**src/rtl/core/hshs_pkg.sv**
```systemverilog
`timescale 1ns / 1ps

package hshs_pkg;

   // Request kinds carried on the input tuser
   localparam logic [1:0] REQ_TICK  = 2'd0;
   localparam logic [1:0] REQ_START = 2'd1;
   localparam logic [1:0] REQ_ESTOP = 2'd2;

   // Homing phases
   localparam logic [2:0] PH_IDLE       = 3'd0;
   localparam logic [2:0] PH_FAST_START = 3'd1;
   localparam logic [2:0] PH_FAST       = 3'd2;
   localparam logic [2:0] PH_SLOW       = 3'd3;
   localparam logic [2:0] PH_BACKOFF    = 3'd4;
   localparam logic [2:0] PH_DONE       = 3'd5;

   // Drive commands carried on the result tuser
   localparam logic [2:0] CMD_NONE = 3'd0;
   localparam logic [2:0] CMD_JOG  = 3'd1;
   localparam logic [2:0] CMD_STOP = 3'd2;
   localparam logic [2:0] CMD_MOVE = 3'd3;
   localparam logic [2:0] CMD_ZERO = 3'd4;

   // Configuration register indexes
   localparam logic [2:0] CSR_AXIS_ENABLED  = 3'd0;
   localparam logic [2:0] CSR_FAST_SPEED    = 3'd1;
   localparam logic [2:0] CSR_SLOW_SPEED    = 3'd2;
   localparam logic [2:0] CSR_FAST_PHASE_MS = 3'd3;
   localparam logic [2:0] CSR_TIMEOUT_MS    = 3'd4;
   localparam logic [2:0] CSR_BACKOFF_STEPS = 3'd5;

   localparam int CSR_ADDR_W = 3;
   localparam int CSR_DATA_W = 32;

   // Register reset values
   localparam logic [19:0] FAST_SPEED_RST    = 20'd10000;
   localparam logic [19:0] SLOW_SPEED_RST    = 20'd1000;
   localparam logic [15:0] FAST_PHASE_MS_RST = 16'd2000;
   localparam logic [31:0] TIMEOUT_MS_RST    = 32'd10000;

   typedef struct packed {
      logic               axis_enabled;
      logic [19:0]        fast_speed;
      logic [19:0]        slow_speed;
      logic [15:0]        fast_phase_ms;
      logic [31:0]        timeout_ms;
      logic signed [23:0] backoff_steps;
   } cfg_type;

   typedef struct packed {
      logic [1:0]  req_type;
      logic [31:0] now_ms;
      logic        drive_asserted;
      logic        steps_done;
   } item_type;

   typedef struct packed {
      logic [2:0]         command;
      logic signed [23:0] command_value;
      logic               start_accepted;
      logic               homed;
      logic               homing_active;
      logic [2:0]         homing_phase;
      logic               moving;
   } result_type;

endpackage

```
**src/rtl/core/hard_stop_homing_sequencer.sv**
```systemverilog
`timescale 1ns / 1ps

// Flow: an accepted word lands in the input register, and its result word is registered in
// the result register once that register is free or being drained; rsp_tvalid then rises.
// Throughput: one word per cycle unless rsp_tready stalls; the input and result registers
// form a two-deep pipe; step logic updates the homing state as each word passes through.
// Reset: synchronous, active high; clears both valid flags, the homing state to idle and
// not homed, and loads every configuration register with its default.

module hard_stop_homing_sequencer
   import hshs_pkg::*;
(
   input  logic                  clock,
   input  logic                  reset,
   // request channel
   input  logic                  req_tvalid,
   output logic                  req_tready,
   input  logic [39:0]           req_tdata,  // now_ms[31:0], drive_asserted[32], steps_done[33]
   input  logic [1:0]            req_tuser,  // req_type[1:0]
   // result channel
   output logic                  rsp_tvalid,
   input  logic                  rsp_tready,
   output logic [31:0]           rsp_tdata,  // command_value[23:0], start_accepted[24],
                                             // homed[25], homing_active[26],
                                             // homing_phase[29:27], moving[30]
   output logic [2:0]            rsp_tuser,  // command[2:0]
   // configuration
   input  logic                  csr_we,
   input  logic [CSR_ADDR_W-1:0] csr_addr,
   input  logic [CSR_DATA_W-1:0] csr_wdata
);

   cfg_type    cfg;
   item_type   in_item_ff;
   logic       in_valid_ff, in_valid_in;
   result_type out_res_ff;
   logic       out_valid_ff, out_valid_in;
   result_type step_res;
   logic       req_fire;
   logic       out_load;

   hshs_csr u_csr (
      .clock     (clock),
      .reset     (reset),
      .csr_we    (csr_we),
      .csr_addr  (csr_addr),
      .csr_wdata (csr_wdata),
      .cfg       (cfg)
   );

   // move a word on when the result register is free or being drained this cycle
   assign out_load   = in_valid_ff && (!out_valid_ff || rsp_tready);
   assign req_tready = !in_valid_ff || out_load;
   assign req_fire   = req_tvalid && req_tready;

   assign in_valid_in  = req_fire ? 1'b1 : (out_load ? 1'b0 : in_valid_ff);
   assign out_valid_in = out_load ? 1'b1 : ((out_valid_ff && rsp_tready) ? 1'b0 : out_valid_ff);

   hshs_core u_core (
      .clock (clock),
      .reset (reset),
      .cfg   (cfg),
      .step  (out_load),
      .item  (in_item_ff),
      .res   (step_res)
   );

   always_ff @(posedge clock) begin
      if (reset) begin
         in_valid_ff  <= 1'b0;
         out_valid_ff <= 1'b0;
      end else begin
         in_valid_ff  <= in_valid_in;
         out_valid_ff <= out_valid_in;
      end
   end

   // payload registers: capture on accept, hold otherwise
   always_ff @(posedge clock) begin
      if (req_fire) begin
         in_item_ff.req_type       <= req_tuser;
         in_item_ff.now_ms         <= req_tdata[31:0];
         in_item_ff.drive_asserted <= req_tdata[32];
         in_item_ff.steps_done     <= req_tdata[33];
      end
      if (out_load) begin
         out_res_ff <= step_res;
      end
   end

   assign rsp_tvalid = out_valid_ff;
   assign rsp_tuser  = out_res_ff.command;
   assign rsp_tdata  = {1'b0,
                        out_res_ff.moving,
                        out_res_ff.homing_phase,
                        out_res_ff.homing_active,
                        out_res_ff.homed,
                        out_res_ff.start_accepted,
                        out_res_ff.command_value};

endmodule

```
**src/rtl/core/hshs_csr.sv**
```systemverilog
`timescale 1ns / 1ps

module hshs_csr
   import hshs_pkg::*;
(
   input  logic                  clock,
   input  logic                  reset,
   input  logic                  csr_we,
   input  logic [CSR_ADDR_W-1:0] csr_addr,
   input  logic [CSR_DATA_W-1:0] csr_wdata,
   output cfg_type               cfg
);

   cfg_type cfg_ff;
   cfg_type cfg_in;

   // hold unless the addressed register is written; other indexes drop
   always_comb begin
      cfg_in = cfg_ff;
      if (csr_we) begin
         case (csr_addr)
            CSR_AXIS_ENABLED:  cfg_in.axis_enabled  = csr_wdata[0];
            CSR_FAST_SPEED:    cfg_in.fast_speed    = csr_wdata[19:0];
            CSR_SLOW_SPEED:    cfg_in.slow_speed    = csr_wdata[19:0];
            CSR_FAST_PHASE_MS: cfg_in.fast_phase_ms = csr_wdata[15:0];
            CSR_TIMEOUT_MS:    cfg_in.timeout_ms    = csr_wdata[31:0];
            CSR_BACKOFF_STEPS: cfg_in.backoff_steps = signed'(csr_wdata[23:0]);
            default:           cfg_in = cfg_ff;
         endcase
      end
   end

   always_ff @(posedge clock) begin
      if (reset) begin
         cfg_ff.axis_enabled  <= 1'b0;
         cfg_ff.fast_speed    <= FAST_SPEED_RST;
         cfg_ff.slow_speed    <= SLOW_SPEED_RST;
         cfg_ff.fast_phase_ms <= FAST_PHASE_MS_RST;
         cfg_ff.timeout_ms    <= TIMEOUT_MS_RST;
         cfg_ff.backoff_steps <= '0;
      end else begin
         cfg_ff <= cfg_in;
      end
   end

   assign cfg = cfg_ff;

endmodule

```
**src/rtl/core/hshs_core.sv**
```systemverilog
`timescale 1ns / 1ps

module hshs_core
   import hshs_pkg::*;
(
   input  logic       clock,
   input  logic       reset,
   input  cfg_type    cfg,
   input  logic       step,
   input  item_type   item,
   output result_type res
);

   logic [2:0]  phase_ff, phase_in;
   logic [31:0] phase_start_ff, phase_start_in;
   logic        homed_ff, homed_in;
   logic        failed_ff, failed_in;
   logic [31:0] elapsed;
   logic        fast_over;
   logic        slow_over;

   // elapsed time wraps with the timestamp
   assign elapsed   = item.now_ms - phase_start_ff;
   assign fast_over = elapsed >= {16'd0, cfg.fast_phase_ms};
   assign slow_over = elapsed >= cfg.timeout_ms;

   always_comb begin
      phase_in       = phase_ff;
      phase_start_in = phase_start_ff;
      homed_in       = homed_ff;
      failed_in      = failed_ff;
      res            = '0;
      res.command    = CMD_NONE;
      case (item.req_type)
         REQ_START: begin
            if (cfg.axis_enabled && (phase_ff == PH_IDLE)) begin
               homed_in           = 1'b0;
               phase_start_in     = item.now_ms;
               phase_in           = PH_FAST_START;
               res.start_accepted = 1'b1;
            end
         end
         REQ_ESTOP: begin
            res.command = CMD_STOP;
            phase_in    = PH_IDLE;
            failed_in   = 1'b0;
         end
         REQ_TICK: begin
            if (cfg.axis_enabled) begin
               case (phase_ff)
                  PH_FAST_START: begin
                     res.command       = CMD_JOG;
                     res.command_value = signed'(24'd0 - {4'd0, cfg.fast_speed});
                     phase_start_in    = item.now_ms;
                     phase_in          = PH_FAST;
                  end
                  PH_FAST: begin
                     if (fast_over) begin
                        res.command       = CMD_JOG;
                        res.command_value = signed'(24'd0 - {4'd0, cfg.slow_speed});
                        phase_start_in    = item.now_ms;
                        phase_in          = PH_SLOW;
                     end
                  end
                  PH_SLOW: begin
                     if (item.drive_asserted) begin
                        res.command = CMD_STOP;
                        phase_in    = PH_BACKOFF;
                     end else if (slow_over) begin
                        failed_in = 1'b1;
                        phase_in  = PH_DONE;
                     end
                  end
                  PH_BACKOFF: begin
                     res.command       = CMD_MOVE;
                     res.command_value = cfg.backoff_steps;
                     failed_in         = 1'b0;
                     phase_in          = PH_DONE;
                  end
                  PH_DONE: begin
                     if (failed_ff) begin
                        failed_in = 1'b0;
                        phase_in  = PH_IDLE;
                     end else if (item.steps_done) begin
                        res.command = CMD_ZERO;
                        homed_in    = 1'b1;
                        phase_in    = PH_IDLE;
                     end
                  end
                  default: begin
                     phase_in = phase_ff;
                  end
               endcase
            end
         end
         default: begin
            res.command = CMD_NONE;
         end
      endcase
      res.homed         = homed_in;
      res.homing_active = (phase_in != PH_IDLE);
      res.homing_phase  = phase_in;
      res.moving        = ~item.steps_done;
   end

   // advance only when a word moves into the result register
   always_ff @(posedge clock) begin
      if (reset) begin
         phase_ff       <= PH_IDLE;
         phase_start_ff <= '0;
         homed_ff       <= 1'b0;
         failed_ff      <= 1'b0;
      end else if (step) begin
         phase_ff       <= phase_in;
         phase_start_ff <= phase_start_in;
         homed_ff       <= homed_in;
         failed_ff      <= failed_in;
      end
   end

`ifndef SYNTHESIS
   a_estop_idles: assert property (@(posedge clock) disable iff (reset)
      (step && (item.req_type == REQ_ESTOP)) |=> (phase_ff == PH_IDLE) && !failed_ff)
      else $error("emergency stop did not return to idle");

   a_homed_on_zero: assert property (@(posedge clock) disable iff (reset)
      $rose(homed_ff) |-> ($past(step) && ($past(res.command) == CMD_ZERO)))
      else $error("homed set without a zero-position command");

   a_failed_in_done: assert property (@(posedge clock) disable iff (reset)
      failed_ff |-> (phase_ff == PH_DONE))
      else $error("failure pending outside the done phase");

   a_start_enters_fast: assert property (@(posedge clock) disable iff (reset)
      (step && res.start_accepted) |=> (phase_ff == PH_FAST_START) && !homed_ff)
      else $error("accepted start did not enter fast start");
`endif

endmodule

```
**config.mk**
```make
export PLATFORM = sky130hd
export DESIGN_NAME = hard_stop_homing_sequencer
export DESIGN_NICKNAME = d
export VERILOG_FILES = /design/src/rtl/core/hshs_pkg.sv /design/src/rtl/core/hard_stop_homing_sequencer.sv /design/src/rtl/core/hshs_csr.sv /design/src/rtl/core/hshs_core.sv
export SDC_FILE = /design/constraint.sdc
export NUM_CORES = 1
export LEC_CHECK = 0
export BUFFER_PORTS_ARGS = -buffer_cell sky130_fd_sc_hd__buf_2
export CAP_MARGIN = 30
export CORE_MARGIN = 1
export CORE_UTILIZATION = 35
export DETAILED_ROUTE_END_ITERATION = 8
export GPL_TIMING_DRIVEN = 0
export RECOVER_POWER = 50
export REMOVE_ABC_BUFFERS = 1
export SLEW_MARGIN = 10
export SYNTH_ARGS = -nofsm -noshare
export SYNTH_HDL_FRONTEND = slang
export SYNTH_SLANG_ARGS = --single-unit
export TNS_END_PERCENT = 100
```
**constraint.sdc**
```tcl
create_clock -name clock -period 10.88 [get_ports clock]
set_clock_uncertainty 0.15 [all_clocks]
set_input_delay 1.088 -clock clock [delete_from_list [all_inputs] [get_ports clock]]
set_output_delay 1.088 -clock clock [all_outputs]
set_load 0.02 [all_outputs]
```
### After elaboration in Yosys (flattened, before gate mapping)

Cells that the tools add are included.

* $lt $le $gt $ge: 2
* multiplexer cells: 38
* equality and inequality tests: 19
* divide/modulo/power cells: 0
* reductions and logical operators: 26
* bitwise operators: 1
* multiply operators: 0
* shift-type cells: 0
* add/subtract/negate cells: 3

Operator list (count)
* case mux 32 bit (2 select lines): 2
* 2-to-1 mux 32 bit: 3
* case mux 24 bit (3 select lines): 1
* subtractor 1 x 20 -> 21 bit, first input constant: 2
* greater-or-equal comparator 32 x 16 -> 1 bit: 1
* greater-or-equal comparator 32 bit: 1
* subtractor 32 bit: 1
* case mux 3 bit (5 select lines): 2
* 2-to-1 mux 27 bit: 1
* 2-to-1 mux 3 bit: 9
* 2-to-1 mux 25 bit: 1
* AND reduction 2 bit: 7
* 2-to-1 mux 1 bit: 13
* == test 3 x 2 -> 1 bit, second input constant: 4
* == test 3 bit, second input constant: 4
* AND reduction 6 bit: 2
* != test 3 bit, second input constant: 3
* case mux 3 bit (3 select lines): 1
* nonzero test 2 bit: 4
* == test 3 x 1 -> 1 bit, second input constant: 2
* zero test 3 bit: 2
* != test 3 x 2 -> 1 bit, second input constant: 2
* case mux 1 bit (2 select lines): 3
* case mux 3 bit (2 select lines): 1
* 12 further kinds: 17

* bits in latches: 0
* word-level logic and storage cells: 112
* output and inout bits: 37
* RAM bits: 0
* memories: 0
* register bits after elaboration: 222
* bits in read-only memories: 0

### Depth between registers and ports, before layout

Gate-level depths: netlist (run 1).

* depth after elaboration: 8
* depth in mapped cells: 22
* mapped depth without buffers: 22

### Cells and area by module

From an unflattened synthesis (run 1), not the netlist that was laid out.

* cell total of the unflattened synthesis: 1381
* area, all modules: 12951.2 um2

Modules (own cells, without submodules)
* hshs_core: instances 1, area each 6095.8 um2, cells each 875
* hshs_csr: instances 1, area each 4638.2 um2, cells each 424
* hard_stop_homing_sequencer: instances 1, area each 2217.1 um2, cells each 82

### Worst setup path after synthesis (run 1)

No wires, ideal clock.

* kind: register to register
* start point: register in_item_ff[2] (netlist bit)
* end point: register out_res_ff (netlist bit rsp_tdata[26]), data pin
* data arrival time: 4.358 ns
* stages on the path, launching flop included: 22
* library setup time: 0.263 ns
* path slack: 6.109 ns
* buffers on the path: 0
* cells stage by stage: edfxtp_1 > inv_1 > ha_1 > inv_1 > fa_1 > a21o_1 > a221o_1 > a21oi_2 > a21boi_0 > a311oi_1 > xnor2_1 > ha_1 > a21o_1 > a21o_1 > a21o_1 > a21o_1 > a21oi_1 > o21ai_0 > a2111o_1 > o41ai_1 > a21oi_1 > a2111o_1

RTL lines
* from (decl): RTL line hard_stop_homing_sequencer.sv:34 `item_type in_item_ff;`
* to (signal assigned): RTL line hard_stop_homing_sequencer.sv:87 `out_res_ff <= step_res;`
* to (decl): RTL line hard_stop_homing_sequencer.sv:36 `result_type out_res_ff;`

==> run metrics, run 1 <==
status complete, but fails checks; failing checks capacitance limit, slew limit; crit path to u_core.phase_start_ff[3]; clock-pin slew on the worst setup and hold paths 0.05 ns; mapped cell area 12330 µm²; P&R area growth vs syn 15.35%; Crit. End Element register; Leak 5.205 nW; Post-CTS Setup Inserts 0; chip height 189.7 µm; crit path max fanout 91; CTS tree built; final period utilization 72.61%; Via Count 10100; Crit Reg-Reg Startpoint in_item_ff[2]; Max transition margin -188.7%; Row Count 68; Worst EP required 11.00 ns; Finished Layout Cells 1963; crit path launch reset; post-cts sizing count 0; Synth Instances 1416; # Max-Cap Violations 3; critical path arrival 8.02 ns; final hold vios 0; RSZ-0062 raised after global routing false; vias in the first global route 9696; Ports 119; DR DRC count 0; largest net degree at the start of global routing 92; R2R depth 19; GRT Total Usage 16.55%; Placer Congestion 0.8723; initial core utilization 35.60%; Post-synth ARST share 0%; placed cell count 1914; final setup TNS 0 ns; sequential share of the synthesized area 41.74%; Main synth FF type dfxtp_1; Fill cells 3409; Worst IR Drop VDD 0.0001059 V; Synth Register Bits 222; CP most frequent cell clkbuf_1; clock latency on the worst-skew pair 0.55 ns; Routed Antenna Nets 0; grt ovf 0; crit-path max cell delay 3.14 ns; first-pass GRT wire length 49290 µm; yosys warns 0; Critical-path top delay cell clkbuf_1; # H-tree levels 1; FMAX 126.6 MHz; final setup violation count 0; flop2flop setup slack 5.05 ns; Setup CP Type in2reg; CTS buffer count 26; Via density 5.147; DPL Wire Length 22280 µm; First-pass DRT Iterations 5; initial antenna violation count 1; clock tree buffer depth 3; PD cells 141.4 nW/µm²; average wire per cell in the routed design 15.37 µm; Netlist cell types 72; Mean Syn Cell Area 8.705 µm²; Post-CTS Hold Buffers 0; CP cell instances clkbuf_1 -> clkbuf_1 -> inv_2 -> buf_12 -> o2111ai_1 -> o31ai_2; core footprint 34630 µm²; fin nets 1651; Starting DRT DRC Count 629; slew of the pin with the lowest slew margin 4.330 ns; min Tclk post-route 7.900 ns; Sink Count 222; Die Area 35970 µm²; buffers added on ports 111; count of pins over their slew limit 165; Worst Hold Class reg2reg; Die W 189.7 µm; r2r endpoint rsp_tdata[26]; Root Buffer clkbuf_16; share of cells above drive strength 1 14.07%; Startpoint Class primary input; Post-synth EDFFs 70; DRT Wirelength 30180 µm
[cells by family after synthesis]
| logic type | Yosys count | synth area share, % |
|---|---|---|
| AOI/OAI and AO/OA | 397 | 21.88 |
| xor gates and xnor gates | 60 | 4.263 |
| adders and majority gates | 82 | 8.384 |
| buffers and inverters | 175 | 5.643 |
| DFF | 222 | 41.74 |
| muxes | 3 | 0.2436 |
| other | 1 | 0.03042 |
| and+or+nand+nor | 476 | 17.81 |
[worst min-delay path by stage]
stage,start,endpoint,cells after the start
floorplan,u_csr.cfg[3],u_csr.cfg[3],2
finish,u_csr.cfg[54],u_csr.cfg[54],2
global route,u_csr.cfg[50],u_csr.cfg[50],2
detailed placement,u_csr.cfg[39],u_csr.cfg[39],2
CTS,u_csr.cfg[16],u_csr.cfg[16],2
global placement,u_csr.cfg[6],u_csr.cfg[6],2
[metal layers]
| layer | share of wire (%) | routed length, µm | track usage [%] |
|---|---|---|---|
| met5 | 0 | 0 | 0 |
| met4 | 1.6 | 478 | 3.660 |
| met3 | 4.9 | 1466 | 2.306 |
| met2 | 46 | 13970 | 27.23 |
| met1 | 47 | 14260 | 22.92 |
[flip-flops by register name, summed over array words and instances, names as in the netlist]
name,flops
in_item_ff,36
in_valid_ff,1
u_core.failed_ff,1
rsp_tuser,3
rsp_tdata,31
u_csr.cfg,113
u_core.homed_ff,1
rsp_tvalid,1
u_core.phase_start_ff,32
u_core.phase_ff,3
[metrics by stage]
stage	utilization, %	instance area (µm²)	hold slack, ns	setup slack [ns]	total power [mW]
CTS	41.20	14270	0.3054	4.998	2.034
global route	41.06	14220	0.3279	2.469	2.097
detailed placement	38.64	13380	0.2963	5.039	1.139
floorplan	-	11980	0.2799	5.637	1.055
global placement	37.86	13110	0.2915	4.093	1.129
finish	41.06	14220	0.3036	2.980	2.010
[synth_stat cells, drive strengths merged (26+ instances only)]
cell / n / area, µm²
a21o: 32 / 240.2
a21oi: 185 / 940.9
inv: 93 / 349.1
o2111ai: 31 / 271.5
or3: 26 / 162.7
clkbuf: 72 / 271.5
xor2: 28 / 245.2
dfxtp: 152 / 3043
xnor2: 32 / 280.3
nor2: 47 / 176.4
nand2: 275 / 1032
o21ai: 32 / 160.2
o31ai: 37 / 432.9
ha: 81 / 1013
edfxtp: 70 / 2102
[worst max-delay path: cells and delay by family]
kind	cells	cell delay (ns)
buf+inv	4	6.59
compound gates	2	0.23
[power breakdown]
group | switching [mW] | leakage, nW | internal, mW | total (mW)
Clock | 0.354 | 0.429 | 0.537 | 0.891
Combinational | 0.141 | 2.86 | 0.0860 | 0.227
Sequential | 0.0147 | 1.91 | 0.878 | 0.893
Total | 0.509 | 5.21 | 1.50 | 2.01
[cells in the final DEF (no fill, tap or decap), drive strengths merged, types with 9 or more instances in the layout]
cell,netlist,final
nor2b,9,9
nor3,22,22
a21o,32,32
o211ai,16,16
nor2,47,47
a21oi,185,185
ha,81,81
nand3,16,16
o2111ai,31,31
a22oi,19,19
xnor2,32,32
xor2,28,28
inv,93,93
nand2,275,275
nand2b,10,10
dfxtp,152,152
o31ai,37,37
or3,26,26
edfxtp,70,70
buf,9,119
clkbuf,72,43
or4,9,9
nor4,12,12
o21ai,32,32
nand4,15,15
[layout make-up]
| cell class | instances | area, µm² | share of cell area, % |
|---|---|---|---|
| Inverter | 94 | 354.1 | 2.490 |
| Timing Repair Buffer | 124 | 745.7 | 5.245 |
| Tap cell | 455 | 569.3 | 4.004 |
| Antenna cell | 1 | 2.502 | 0.01760 |
| Multi-Input combinational cell | 1019 | 6516 | 45.83 |
| Clock buffer | 38 | 767.0 | 5.394 |
| Sequential cell | 222 | 5145 | 36.18 |
| Clock inverter | 10 | 118.9 | 0.8360 |
No activity file was read; power rests on OpenSTA's default activity.
==> run 2: changes to the inputs <==
--- a/config.mk
+++ b/config.mk
@@ -5,6 +5,7 @@
 export SDC_FILE = /design/constraint.sdc
 export NUM_CORES = 1
 export LEC_CHECK = 0
+export ABC_AREA = 1
 export BUFFER_PORTS_ARGS = -buffer_cell sky130_fd_sc_hd__buf_2
 export CAP_MARGIN = 30
 export CORE_MARGIN = 1
==> constraint.sdc (replaced) <==
create_clock -name clock -period 6.55 [get_ports clock]
set_clock_uncertainty 0.15 [all_clocks]
set_input_delay 0.655 -clock clock [delete_from_list [all_inputs] [get_ports clock]]
set_output_delay 0.655 -clock clock [all_outputs]
set_load 0.02 [all_outputs]
==> run 2 against run 1 <==
  * The run still ends with capacitance limit, slew limit left
  * Final area rose by 3.3%
  * Die area rose by 4.3%
  * Sequential cell count unchanged
  * Global-route usage grew 0.20 points
  * Synthesized cell count rose by 26%
  * Clock power up 57%
  * Final cell count up 20%
  * Critical endpoint is now u_csr.cfg[98]
==> run metrics, run 2 <==
Worst Hold Class in2reg; average wire per cell in the routed design 13.45 µm; Overall Power 3.477 mW; flop2flop setup slack 2.17 ns; CTS buffer count 26; largest net degree at the start of global routing 72; top cell type's share of synthesized area 23.67%; First-pass DRT Iterations 5; PD cells 236.8 nW/µm²; Crit. End Element register; GRT Total Usage 16.75%; crit path max fanout 71; final setup TNS 0 ns; Post-synth ARST share 0%; DR DRC count 0; initial core utilization 35.89%; Setup CP Type in2reg; Leak 6.640 nW; hold-critical path endpoint in_item_ff[2]; final period utilization 70.30%; Placer Congestion 0.9102; grt ovf 0; clock tree buffer depth 3; Synth Register Bits 222; Netlist cell types 43; Ports 119; clock latency on the worst-skew pair 0.54 ns; Worst IR Drop VDD 0.0001774 V; Sink Count 222; RSZ-0062 raised after global routing false; initial antenna violation count 0; final setup violation count 0; commonest cells after routing, fill and taps aside 394 x nand2_1, 280 x inv_1, 195 x nor2_1; core footprint 35830 µm²; Starting DRT DRC Count 517; fin nets 2040; chip height 193.7 µm; DP Area 13930 µm²; post-route cell area 14690 µm²; global routing's busiest layer met2; final hold vios 0; mapped cell area 12860 µm²; n_diodes 0; slew of the pin with the lowest slew margin 2.298 ns; critical path arrival 4.87 ns; vias in the first global route 10570; DPL Wire Length 24280 µm; share of cells above drive strength 1 9.335%; Row Count 69; Die Area 37510 µm²; sequential share of the synthesized area 40.02%; Startpoint Class primary input; Largest register FFs 113; cell taking the most area after synthesis dfxtp_1; min Tclk post-route 4.604 ns; Hold Path Cell Cnt 1; WHS 0.1367 ns; met3 usage 2.157%; Worst EP required 6.81 ns; Via Count 11270; Crit Reg-Reg Startpoint in_item_ff[2]; buffers added on ports 111; Synth Instances 1782; failing checks capacitance limit, slew limit; # H-tree levels 1; DRT Wirelength 31710 µm; P&R area growth vs syn 14.22%; r2r endpoint rsp_tdata[26]; Post-synth EDFFs 70; R2R depth 24; most common cell after layout, fill and taps aside nand2_1; Synth top cells by count 394 x nand2_1, 281 x inv_1, 197 x nor2_1; Root Buffer clkbuf_16; Post-CTS Hold Buffers 0; yosys warns 0; top-count cell post-synth nand2_1; Max transition margin -54.03%; status complete, but fails checks; Routed Antenna Nets 0; first-pass GRT wire length 52160 µm; # Max-Cap Violations 1; clock-pin slew on the worst setup and hold paths 0.06 ns; Via density 4.782; FMAX 217.2 MHz; Post-CTS Setup Inserts 0; Die W 193.7 µm; hold path start req_tdata[0]; Main synth FF type dfxtp_1; M1 GR Usage 21.63%; CTS tree built; count of pins over their slew limit 71; Mean Syn Cell Area 7.215 µm²; Synth area leaders dfxtp_1 24%, edfxtp_1 16%, nand2_1 12%; post-cts sizing count 0; met2 usage 29.09%
[run 2: cell count changes after synthesis, moves of 30 or more]
cell and delta:
o21ai_0 +102, inv_1 +188, nor2_1 +150, nand2_1 +119, nand3_1 +53, a21o_1 -30
o2111ai_1 -31, nand3b_1 +31, o31ai_2 -31, clkbuf_1 -32
[run 2: worst max-delay path by stage]
stage | startpoint | endpoint | slack, ns | depth (start not counted)
after CTS | in_item_ff[2] | rsp_tdata[26] | 2.13 | 24
final | reset | u_csr.cfg[98] | 1.95 | 5
after global placement | u_core.phase_ff[2] | u_core.phase_start_ff[0] | 1.07 | 9
after global routing | reset | u_csr.cfg[90] | 1.22 | 5
after detailed placement | in_item_ff[2] | rsp_tdata[26] | 2.15 | 24
after floorplan | rsp_tready | u_core.phase_start_ff[0] | 2.67 | 8
[run 2: logic make-up after synthesis]
kind of cell,synth area share (%)
and+or+nand+nor,25.96
buffers and inverters,10.42
AOI/OAI and AO/OA,13.76
DFF,40.02
adders and majority gates,8.038
xor gates and xnor gates,1.771
other,0.02917
[run 2: where the power goes]
| group | switching [mW] | total [mW] | internal [mW] |
|---|---|---|---|
| sequential | 0.0282 | 1.51 | 1.48 |
| clock | 0.585 | 1.40 | 0.819 |
| combinational | 0.366 | 0.568 | 0.202 |
[run 2: worst max-delay path: stages]
cell and delay [ns]:
clkbuf_1 0.59, clkinvlp_2 2.02, clkbuf_2 1.16, o21ai_0 0.31, a21oi_1 0.06
[run 2: final cells by class]
| cell class | count | area [µm²] |
|---|---|---|
| fillers | 3680 | 21140 |
| multi-input cells | 1215 | 6389 |
| flip-flops and latches | 222 | 5145 |
| inverters | 289 | 1086 |
| clock buffers | 31 | 679.4 |
| repair buffers | 122 | 661.9 |
| well taps | 461 | 576.8 |
| clock inverters | 17 | 147.6 |
[run 2: stage by stage]
stage               instances  utilization, %  setup WS (ns)
floorplan                1726               -          2.670
global placement         2298           38.33          1.069
detailed placement       2308           38.88          2.153
CTS                      2356           41.19          2.135
global route             2357           40.99          1.216
finish                   2357           40.99          1.946
[run 2: routing by layer]
layer | share of wire, % | vias up
li1 | - | 5952
met1 | 47 | 5067
met2 | 47 | 204
met3 | 4.1 | 48
met4 | 2.6 | 0
met5 | 0 | -
